===== config.mk =====
export PLATFORM = sky130hd
export DESIGN_NAME = adaptive_lowpass_accel_filter
export DESIGN_NICKNAME = d
export VERILOG_FILES = /design/src/rtl/alaf_pkg.sv /design/src/rtl/adaptive_lowpass_accel_filter.sv
export SDC_FILE = /design/constraint.sdc
export NUM_CORES = 2
export LEC_CHECK = 0
export ABC_AREA = 1
export BUFFER_PORTS_ARGS = -buffer_cell sky130_fd_sc_hd__buf_4
export CAP_MARGIN = 20
export CORE_ASPECT_RATIO = 1.25
export CORE_MARGIN = 1.5
export CORE_UTILIZATION = 45
export CTS_CLUSTER_SIZE = 10
export DETAILED_ROUTE_END_ITERATION = 16
export GPL_TIMING_DRIVEN = 0
export SLEW_MARGIN = 10
export SYNTH_ARGS = -nofsm -noshare
export SYNTH_HDL_FRONTEND = slang
export SYNTH_SLANG_ARGS = --single-unit

===== constraint.sdc =====
create_clock -name clk_i -period 12.73 [get_ports clk_i]
set_input_delay 0.6365 -clock clk_i [delete_from_list [all_inputs] [get_ports clk_i]]
set_output_delay 0.6365 -clock clk_i [all_outputs]
set_load 0.02 [all_outputs]

===== src/rtl/alaf_pkg.sv =====
`default_nettype none

package alaf_pkg;

  // Q16 representation of one
  localparam logic [16:0] Q16_ONE = 17'h10000;

  // Configuration register indexes
  localparam logic [1:0] REG_FILTER_CONSTANT = 2'd0;
  localparam logic [1:0] REG_INV_MIN_STEP    = 2'd1;
  localparam logic [1:0] REG_INV_ATTEN       = 2'd2;

  // Reset values of the configuration registers
  localparam logic [16:0] FC_RESET  = 17'd32768;
  localparam logic [15:0] IMS_RESET = 16'd50;
  localparam logic [16:0] IA_RESET  = 17'd21845;

  // Sequencer states
  typedef enum logic [2:0] {
    ST_IDLE,
    ST_SQ,
    ST_ROOT,
    ST_ALPHA,
    ST_BLEND,
    ST_DONE
  } alaf_state_e;

endpackage

`default_nettype wire


===== src/rtl/adaptive_lowpass_accel_filter.sv =====
`default_nettype none

// Adaptive low-pass filter for a three-axis accelerometer. Each sample transfer
// blends the new vector into the held filtered vector and returns the updated
// vector as one result transfer. The blend weight is the base filter constant
// when the integer magnitude of the vector moves by a clear step, otherwise the
// constant scaled by the attenuation reciprocal (all weights unsigned Q16, and
// values above one saturate to one). A single 18x18 multiplier is reused for
// the six squares, the weight product and the three axis blends, and one
// bit-per-cycle root unit runs twice, for the held and the new magnitude. The
// input is not ready while an item is in progress; the result sits in its own
// register, so the last step waits only if that register is still occupied.
module adaptive_lowpass_accel_filter (
  input  wire logic        clk_i,
  input  wire logic        rst_ni,
  // Configuration write port
  input  wire logic        cfg_we_i,
  input  wire logic [1:0]  cfg_idx_i,
  input  wire logic [16:0] cfg_wdata_i,
  // Sample stream
  input  wire logic        s_axis_tvalid_i,
  output logic             s_axis_tready_o,
  input  wire logic [47:0] s_axis_tdata_i,  // sample_x, sample_y, sample_z
  // Filtered stream
  output logic             m_axis_tvalid_o,
  input  wire logic        m_axis_tready_i,
  output logic [47:0]      m_axis_tdata_o   // filtered_x, filtered_y, filtered_z
);
  import alaf_pkg::*;

  // Configuration registers
  logic [16:0] fc_q;
  logic [15:0] ims_q;
  logic [16:0] ia_q;

  // Datapath state
  alaf_state_e        state_q, state_d;
  logic [3:0]         cnt_q, cnt_d;
  logic               phase_q, phase_d;
  logic [31:0]        sum_q, sum_d;
  logic [16:0]        acc_q, acc_d;
  logic [15:0]        mag_old_q, mag_old_d;
  logic [16:0]        alpha_q, alpha_d;
  logic signed [15:0] held_q [3];
  logic signed [15:0] sample_q [3];
  logic [47:0]        out_q;
  logic               out_vld_q;

  // Combinational helpers
  logic               accept;
  logic               load_out;
  logic               held_we;
  logic [1:0]         idx;
  logic signed [15:0] sel_val;
  logic signed [16:0] sel_ext;
  logic [16:0]        sel_abs;
  logic signed [17:0] mul_a, mul_b;
  logic signed [35:0] prod;
  logic [33:0]        trial;
  logic               fits;
  logic [16:0]        fc_sat, ia_sat;
  logic [15:0]        mag_new;
  logic [15:0]        mag_diff;
  logic               big;
  logic signed [16:0] blend_diff;
  logic signed [35:0] blend_acc;
  logic signed [19:0] blend_q16;
  logic signed [19:0] blend_res;

  assign accept   = s_axis_tvalid_i && s_axis_tready_o;
  assign s_axis_tready_o = (state_q == ST_IDLE);
  assign load_out = (state_q == ST_DONE) && (!out_vld_q || m_axis_tready_i);
  assign m_axis_tvalid_o = out_vld_q;
  assign m_axis_tdata_o  = out_q;

  // Saturate weights above one
  assign fc_sat = (fc_q > Q16_ONE) ? Q16_ONE : fc_q;
  assign ia_sat = (ia_q > Q16_ONE) ? Q16_ONE : ia_q;

  // Axis selection for squares and blends
  assign idx     = cnt_q[1:0];
  assign sel_val = (phase_q && state_q == ST_SQ) ? sample_q[idx] : held_q[idx];
  assign sel_ext = {sel_val[15], sel_val};
  assign sel_abs = sel_ext[16] ? 17'(-sel_ext) : 17'(sel_ext);

  // Root unit: one result bit per cycle
  assign trial = ({17'b0, acc_q} + (34'd1 << cnt_q)) << cnt_q;
  assign fits  = ({2'b0, sum_q} >= trial);

  // Step decision
  assign mag_new  = acc_q[16:1];
  assign mag_diff = (mag_old_q > mag_new) ? (mag_old_q - mag_new) : (mag_new - mag_old_q);
  assign big      = (mag_diff != 16'd0) && (ims_q != 16'd0) &&
                    ((mag_diff > 16'd1) || (ims_q > 16'd1));

  // Blend: held*2^16 + (sample - held)*alpha, truncated toward zero
  assign blend_diff = {sample_q[idx][15], sample_q[idx]} - {held_q[idx][15], held_q[idx]};
  assign blend_acc  = {{4{held_q[idx][15]}}, held_q[idx], 16'b0} + prod;
  assign blend_q16  = blend_acc[35:16];
  assign blend_res  = (blend_acc[35] && (blend_acc[15:0] != 16'd0)) ?
                      (blend_q16 + 20'sd1) : blend_q16;

  // Shared multiplier operand selection
  always_comb begin
    mul_a = '0;
    mul_b = '0;
    case (state_q)
      ST_SQ: begin
        mul_a = {1'b0, sel_abs};
        mul_b = {1'b0, sel_abs};
      end
      ST_ALPHA: begin
        mul_a = {1'b0, fc_sat};
        mul_b = {1'b0, ia_sat};
      end
      ST_BLEND: begin
        mul_a = {blend_diff[16], blend_diff};
        mul_b = {1'b0, alpha_q};
      end
      default: begin
        mul_a = '0;
        mul_b = '0;
      end
    endcase
  end

  assign prod = mul_a * mul_b;

  // Sequencer: next state and datapath updates
  always_comb begin
    state_d   = state_q;
    cnt_d     = cnt_q;
    phase_d   = phase_q;
    sum_d     = sum_q;
    acc_d     = acc_q;
    mag_old_d = mag_old_q;
    alpha_d   = alpha_q;
    held_we   = 1'b0;
    case (state_q)
      ST_IDLE: begin
        if (accept) begin
          cnt_d   = 4'd0;
          phase_d = 1'b0;
          state_d = ST_SQ;
        end
      end
      ST_SQ: begin
        sum_d = ((cnt_q == 4'd0) ? 32'd0 : sum_q) + prod[31:0];
        if (cnt_q == 4'd2) begin
          cnt_d   = 4'd15;
          acc_d   = 17'd0;
          state_d = ST_ROOT;
        end else begin
          cnt_d = cnt_q + 4'd1;
        end
      end
      ST_ROOT: begin
        if (fits) begin
          sum_d = sum_q - trial[31:0];
          acc_d = acc_q | (17'd2 << cnt_q);
        end
        if (cnt_q == 4'd0) begin
          if (!phase_q) begin
            mag_old_d = acc_d[16:1];
            phase_d   = 1'b1;
            state_d   = ST_SQ;
          end else begin
            state_d = ST_ALPHA;
          end
        end else begin
          cnt_d = cnt_q - 4'd1;
        end
      end
      ST_ALPHA: begin
        alpha_d = big ? fc_sat : prod[32:16];
        cnt_d   = 4'd0;
        state_d = ST_BLEND;
      end
      ST_BLEND: begin
        held_we = 1'b1;
        if (cnt_q == 4'd2) begin
          state_d = ST_DONE;
        end else begin
          cnt_d = cnt_q + 4'd1;
        end
      end
      ST_DONE: begin
        if (load_out) begin
          state_d = ST_IDLE;
        end
      end
      default: begin
        state_d = ST_IDLE;
      end
    endcase
  end

  // Hold control state
  always_ff @(posedge clk_i or negedge rst_ni) begin
    if (!rst_ni) begin
      state_q   <= ST_IDLE;
      cnt_q     <= 4'd0;
      phase_q   <= 1'b0;
      out_vld_q <= 1'b0;
      fc_q      <= FC_RESET;
      ims_q     <= IMS_RESET;
      ia_q      <= IA_RESET;
      held_q[0] <= '0;
      held_q[1] <= '0;
      held_q[2] <= '0;
    end else begin
      state_q <= state_d;
      cnt_q   <= cnt_d;
      phase_q <= phase_d;
      if (load_out) begin
        out_vld_q <= 1'b1;
      end else if (m_axis_tready_i) begin
        out_vld_q <= 1'b0;
      end
      if (cfg_we_i) begin
        case (cfg_idx_i)
          REG_FILTER_CONSTANT: fc_q  <= cfg_wdata_i;
          REG_INV_MIN_STEP:    ims_q <= cfg_wdata_i[15:0];
          REG_INV_ATTEN:       ia_q  <= cfg_wdata_i;
          default:             ;
        endcase
      end
      if (held_we) begin
        held_q[idx] <= blend_res[15:0];
      end
    end
  end

  // Advance payload registers
  always_ff @(posedge clk_i) begin
    sum_q     <= sum_d;
    acc_q     <= acc_d;
    mag_old_q <= mag_old_d;
    alpha_q   <= alpha_d;
    if (accept) begin
      sample_q[0] <= s_axis_tdata_i[15:0];
      sample_q[1] <= s_axis_tdata_i[31:16];
      sample_q[2] <= s_axis_tdata_i[47:32];
    end
    if (load_out) begin
      out_q <= {held_q[2], held_q[1], held_q[0]};
    end
  end

  // Weight never exceeds one during a blend
  assert property (@(posedge clk_i) disable iff (!rst_ni)
    (state_q == ST_BLEND) |-> (alpha_q <= Q16_ONE))
    else $error("blend weight above one");

  // Squares run over three axes only
  assert property (@(posedge clk_i) disable iff (!rst_ni)
    (state_q == ST_SQ) |-> (cnt_q <= 4'd2))
    else $error("square counter out of range");

  // A new result comes only from the final step
  assert property (@(posedge clk_i) disable iff (!rst_ni)
    $rose(m_axis_tvalid_o) |-> ($past(state_q) == ST_DONE))
    else $error("result raised outside final step");

  // A fresh result matches the held vector
  assert property (@(posedge clk_i) disable iff (!rst_ni)
    $rose(m_axis_tvalid_o) |->
      (m_axis_tdata_o == {held_q[2], held_q[1], held_q[0]}))
    else $error("result differs from held vector");

endmodule

`default_nettype wire

Word level (Yosys, flattened, before mapping):

Memory sizes are Yosys's and may differ from the RTL's.
Index checks and enable logic that the tools add are counted.

* register bits: 237
* RAM bits: 48
* output and inout bits: 50
* logic and storage cells: 130
* memories kept: 1

Memory list
* sample_q: depth 3, width 16, rd ports 1, clocked after memory_dff 0, write ports 3, RTL line adaptive_lowpass_accel_filter.sv:45 `logic signed [15:0] sample_q [3];`

* add/subtract/negate cells: 11
* multipliers: 1
* magnitude comparators: 8
* equality and inequality tests: 16
* shifts and indexed selects: 3
* mux-type cells: 41
* bitwise operators: 3
* reductions and logical operators: 30

Operator list (number)
* $mux W17: 6
* $mux W16: 6
* $mux W32: 2
* $pmux W32 S2: 1
* $pmux W18 S3: 1
* $pmux W17 S3: 1
* $bwmux W48: 1
* $reduce_bool A16 Y1: 3
* $add A36 B36 Y36: 1
* $mul A18 B18 Y36: 1
* $add A17 B34 Y34: 1
* $ge A32 B34 Y1: 1
* $gt A17 B17 Y1 const B: 2
* $pmux W17 S2: 1
* $shl A1 B4 Y34 const A: 1
* $shl A34 B4 Y34: 1
* $add A32 B32 Y32: 1
* $bmux W16 S2: 1
* $demux W16 S2: 1
* $gt A16 B1 Y1 const B: 2
* $sub A16 B16 Y16: 2
* $sub A32 B32 Y32: 1
* $pmux W4 S5: 1
* $pmux W3 S6: 1
* 37 further kinds: 73

Longest topological paths before layout:

* depth after elaboration: 14
* mapped depth: 63

Least setup slack after synthesis:

OpenSTA, ideal clock, no wires.

* kind: reg-to-reg
* start point: reg cnt_q[0]
* end point: reg held_q[40] (netlist name)
* setup time: 0.118 ns
* arrival: 9.468 ns
* required time: 12.612 ns
* setup slack: 3.144 ns
* cell stages (with the launch flop): 52
* cell sequence: dfrtp_1 buf_6 nor2_4 buf_2 nand2_1 nand3_2 ha_1 inv_1 fa_1 nand3_1 nand2_1 nand2_1 nand3_1 nand3_1 o2111ai_1 or2_2 nand3_2 clkinv_1 [... 16 more ...] nand3_1 nand2_1 nand2_1 xor2_1 ha_1 inv_1 nor3_1 nand4_1 or2_2 nand3_1 inv_1 nand2_1 nand2_1 nor2_8 buf_6 nand2_1 nand3_1 nand2_1

* word-level cells in the longest chain between the ends: 14
* elaborated cells on any way between the ends: 23
* classes of those cells: add/sub: 4; mul: 1; order compare: 2; mux: 11; bitwise: 1; reduce/logical: 3; memory: 1

Ends and longest elaborated chain
* from (decl): RTL line adaptive_lowpass_accel_filter.sv:38 `logic [3:0] cnt_q, cnt_d;`
* from (signal assigned): RTL line adaptive_lowpass_accel_filter.sv:213 `cnt_q <= cnt_d;`
* branches (longest 13 deep; another with $mul A18 B18 Y36)
* $bwmux W48 (*): RTL line adaptive_lowpass_accel_filter.sv:229 `held_q[idx] <= blend_res[15:0];`
* to (signal, indexed assignment): RTL line adaptive_lowpass_accel_filter.sv:229
* to (decl): RTL line adaptive_lowpass_accel_filter.sv:44 `logic signed [15:0] held_q [3];`

Mark *: on every way between the ends. The select of a mux whose other input is x is not followed.
A chain may end at the register's enable or synchronous reset.

Final worst setup path:

* start point: reg cnt_q[0]
* end point: reg held_q[24] (netlist name)

The elaborated chain is that of the path after synthesis.

==> results by group <==
Place
  – Pre-CTS setup slack: 0.1559 ns
  – Post-DP HPWL: 104900 um
  – Dpl cells: 5960
  – Buffers on Ports: 121
  – Gpl congestion: 0.9889
  – DP Area: 0.03733 mm2

Worst setup path
  – Startpoint Class: flip-flop
  – RR Startpoint: cnt_q[0]
  – Cell depth of the worst flop-to-flop path: 50
  – CP dominant cell by count: nand2_1
  – R2r endpoint: held_q[24]
  – Critical-path maximum fanout: 10
  – CP Class: reg2reg
  – Worst path max stage delay: 0.62 ns
  – Reg2reg setup slack: 0.42 ns
  – Worst Setup End Kind: flip-flop
  – Slowest cell on crit path: fa_1
  – CP required: 13.19 ns
  – CP arrival: 12.77 ns

Final layout
  – Syn-to-layout area delta: 10.36%
  – Sequential Area: 0.008038 mm2
  – Final Instance Area: 0.03860 mm2
  – Finished Layout Cells: 6034
  – Fillers: 7926
  – Ant. Diodes: 0
  – Multi-input logic area: 0.02279 mm2
  – Layout Utilization: 50.03%
  – Share of layout cells above drive strength 1: 8.016%
  – Nets: 5596

Synth
  – Cell accounting for the most synthesized area: fa_1
  – Post-synth cell types: 64
  – Mapped Area: 0.03498 mm2
  – Post-synth EDFFs: 178
  – Synth top area cells: fa_1 (18%), edfxtp_1 (15%), nand2_1 (14%)
  – Syn. warnings: 0
  – Synth top cells by count: nand2_1 (1303), inv_1 (921), nor2_1 (338)
  – Synth Flop Type: edfxtp_1
  – Yosys reg bits: 285
  – Top cell type's share of synthesized area: 18.20%
  – Most frequent cell after synthesis: nand2_1
  – Syn Inst Count: 4789
  – Async S/R FF share, synth: 37.54%
  – Sequential fraction of the synthesis area: 22.98%
  – Syn nets: 5424
  – Post-synthesis average cell area: 7.304 um2

Timing
  – Headroom to the max-slew limit: 22.78%
  – Clock Skews: 0.03215 ns
  – Max Clk Rate: 81.22 MHz
  – Min Clock Period, post-route: 12.31 ns
  – Setup TNS: 0 ns
  – Final setup viols: 0
  – Final hold violation count: 0
  – Fin crit share: 96.72%
  – Setup ws final: 0.4172 ns
  – Final max-slew violation count: 0
  – Worst Tran Pin Value: 1.154 ns
  – Hold slack: 0.2320 ns

Global routing
  – Maximum number of pins on one net before global-route repair: 77
  – Initial antenna violation count: 0
  – Vias in the first global route: 32030
  – Global-route wire length before repair: 189500 um
  – GRT Total Usage: 31.93%
  – GRT overflow: 0

Worst hold path
  – Hold path start: s_axis_tdata_i[35]
  – Worst hold path type: in2reg
  – Hold depth: 1
  – Worst Hold Path EP: sample_q[2][3]

Power and ir drop
  – Leak Pwr: 20.08 nW
  – Power per cell area: 241.0 mW/mm2
  – Max rail drop VDD: 0.1253 mV
  – Total power draw: 9.305 mW

Outcome
  – Status: finished, final reports clean

CTS
  – CTS sink count: 285
  – Clock latency on the worst-skew pair: 0.58 ns
  – Worst-path clk slew: 0.06 ns
  – CTS buffer count: 37
  – Root Driver: clkbuf_16
  – CTS tree: built
  – Clk buf depth: 3
  – H-tree depth: 2

Run
  – Max cap viols: 0

Detailed routing
  – WL final: 125200 um
  – Iter 0 DRT Violations: 2062
  – Vias: 31980
  – Met3 wire len: 6511 um
  – Avg WL per Cell: 20.75 um
  – Pre-antenna DRT Iters: 5
  – Antenna Nets Post-Route: 0
  – DR vias/cell: 5.300
  – Met2 WL: 61500 um
  – Met1 wire length: 48360 um
  – Residual DRC count: 0
  – Max layer used: met4

Die
  – I/O pin count: 122
  – Site Rows: 114
  – Initial Utilization: 45.33%
  – Die height: 314.7 um
  – CORE AREA: 0.07717 mm2
  – Die width: 252.4 um
  – Die Area: 0.07942 mm2
[routing by layer]
metal  GRT usage, %  up-vias
met5              0        -
met4          19.38        0
met1          36.94    15260
met2          56.24     1012
li1               -    15380
met3          4.070      331
[cell usage in the layout (no fill, tap or decap), drive strengths merged, types with 16 or more instances in the layout]
master,n
xnor2,22
dfrtp,95
nand2,1332
fa,318
ha,245
nand3b,20
xor2,59
nand4,37
o21ai,232
buf,201
nor2,356
nand3,329
edfxtp,178
a21oi,291
clkbuf,104
o21bai,22
a31oi,16
nor3,45
inv,961
clkinv,16
[cells by family after synthesis]
group | share of synthesized area, %
AOI/OAI and AO/OA | 9.959
DFF | 22.98
buffers and inverters | 12.18
xor gates and xnor gates | 2.028
muxes | 0.08585
adders and majority gates | 26.96
and+or+nand+nor | 25.80
[layout make-up]
cell class / count / area share, %
Multi-Input combinational cell: 3419 / 59.04
Sequential cell: 285 / 20.82
Inverter: 969 / 9.438
Tap cell: 1044 / 3.384
Timing Repair Buffer: 133 / 2.765
Clock buffer: 57 / 2.593
Buffer: 116 / 1.611
Clock inverter: 11 / 0.3468
[worst max path at each step]
stage | end | slack, ns | start
global placement | held_q[10] | 0.13 | cnt_q[0]
floorplan | held_q[40] | 3.14 | cnt_q[0]
detailed placement | held_q[24] | 0.16 | cnt_q[0]
CTS | held_q[24] | 0.13 | cnt_q[0]
global route | held_q[24] | -0.03 | cnt_q[0]
finish | held_q[24] | 0.42 | cnt_q[0]
[what timing repair did]
| item | 4_1_cts | 5_1_grt |
|---|---|---|
| hold buffers | 1 | 0 |
| setup buffers | 0 | 4 |
| hold endpoints to repair | 31 | 0 |
| setup endpoints to repair | 0 | 49 |
| resized for setup | 0 | 13 |
[worst max-delay path: cells and delay by family (launching register included)]
kind            cells  cell delay, ns
compound gates      8            1.79
xor+xnor            1            0.52
fa+ha+maj           9            4.17
buf+inv            11            1.78
flops               1            0.41
simple gates       21            3.50
[report_power, final]
part	total, mW	switching, mW	internal (mW)
clock network	1.01	0.441	0.570
registers	1.52	0.178	1.35
logic	6.77	4.76	2.01
[flip-flops by register name (all words and copies together), names as in the netlist, 4 cells and up]
signal,cells
ims_q,16
ia_q,17
sum_q,32
mag_old_q,16
sample_q,48
fc_q,17
alpha_q,17
acc_q,17
held_q,48
m_axis_tdata_o,48
cnt_q,4
Note: power is estimated with default switching activity, not from simulation.
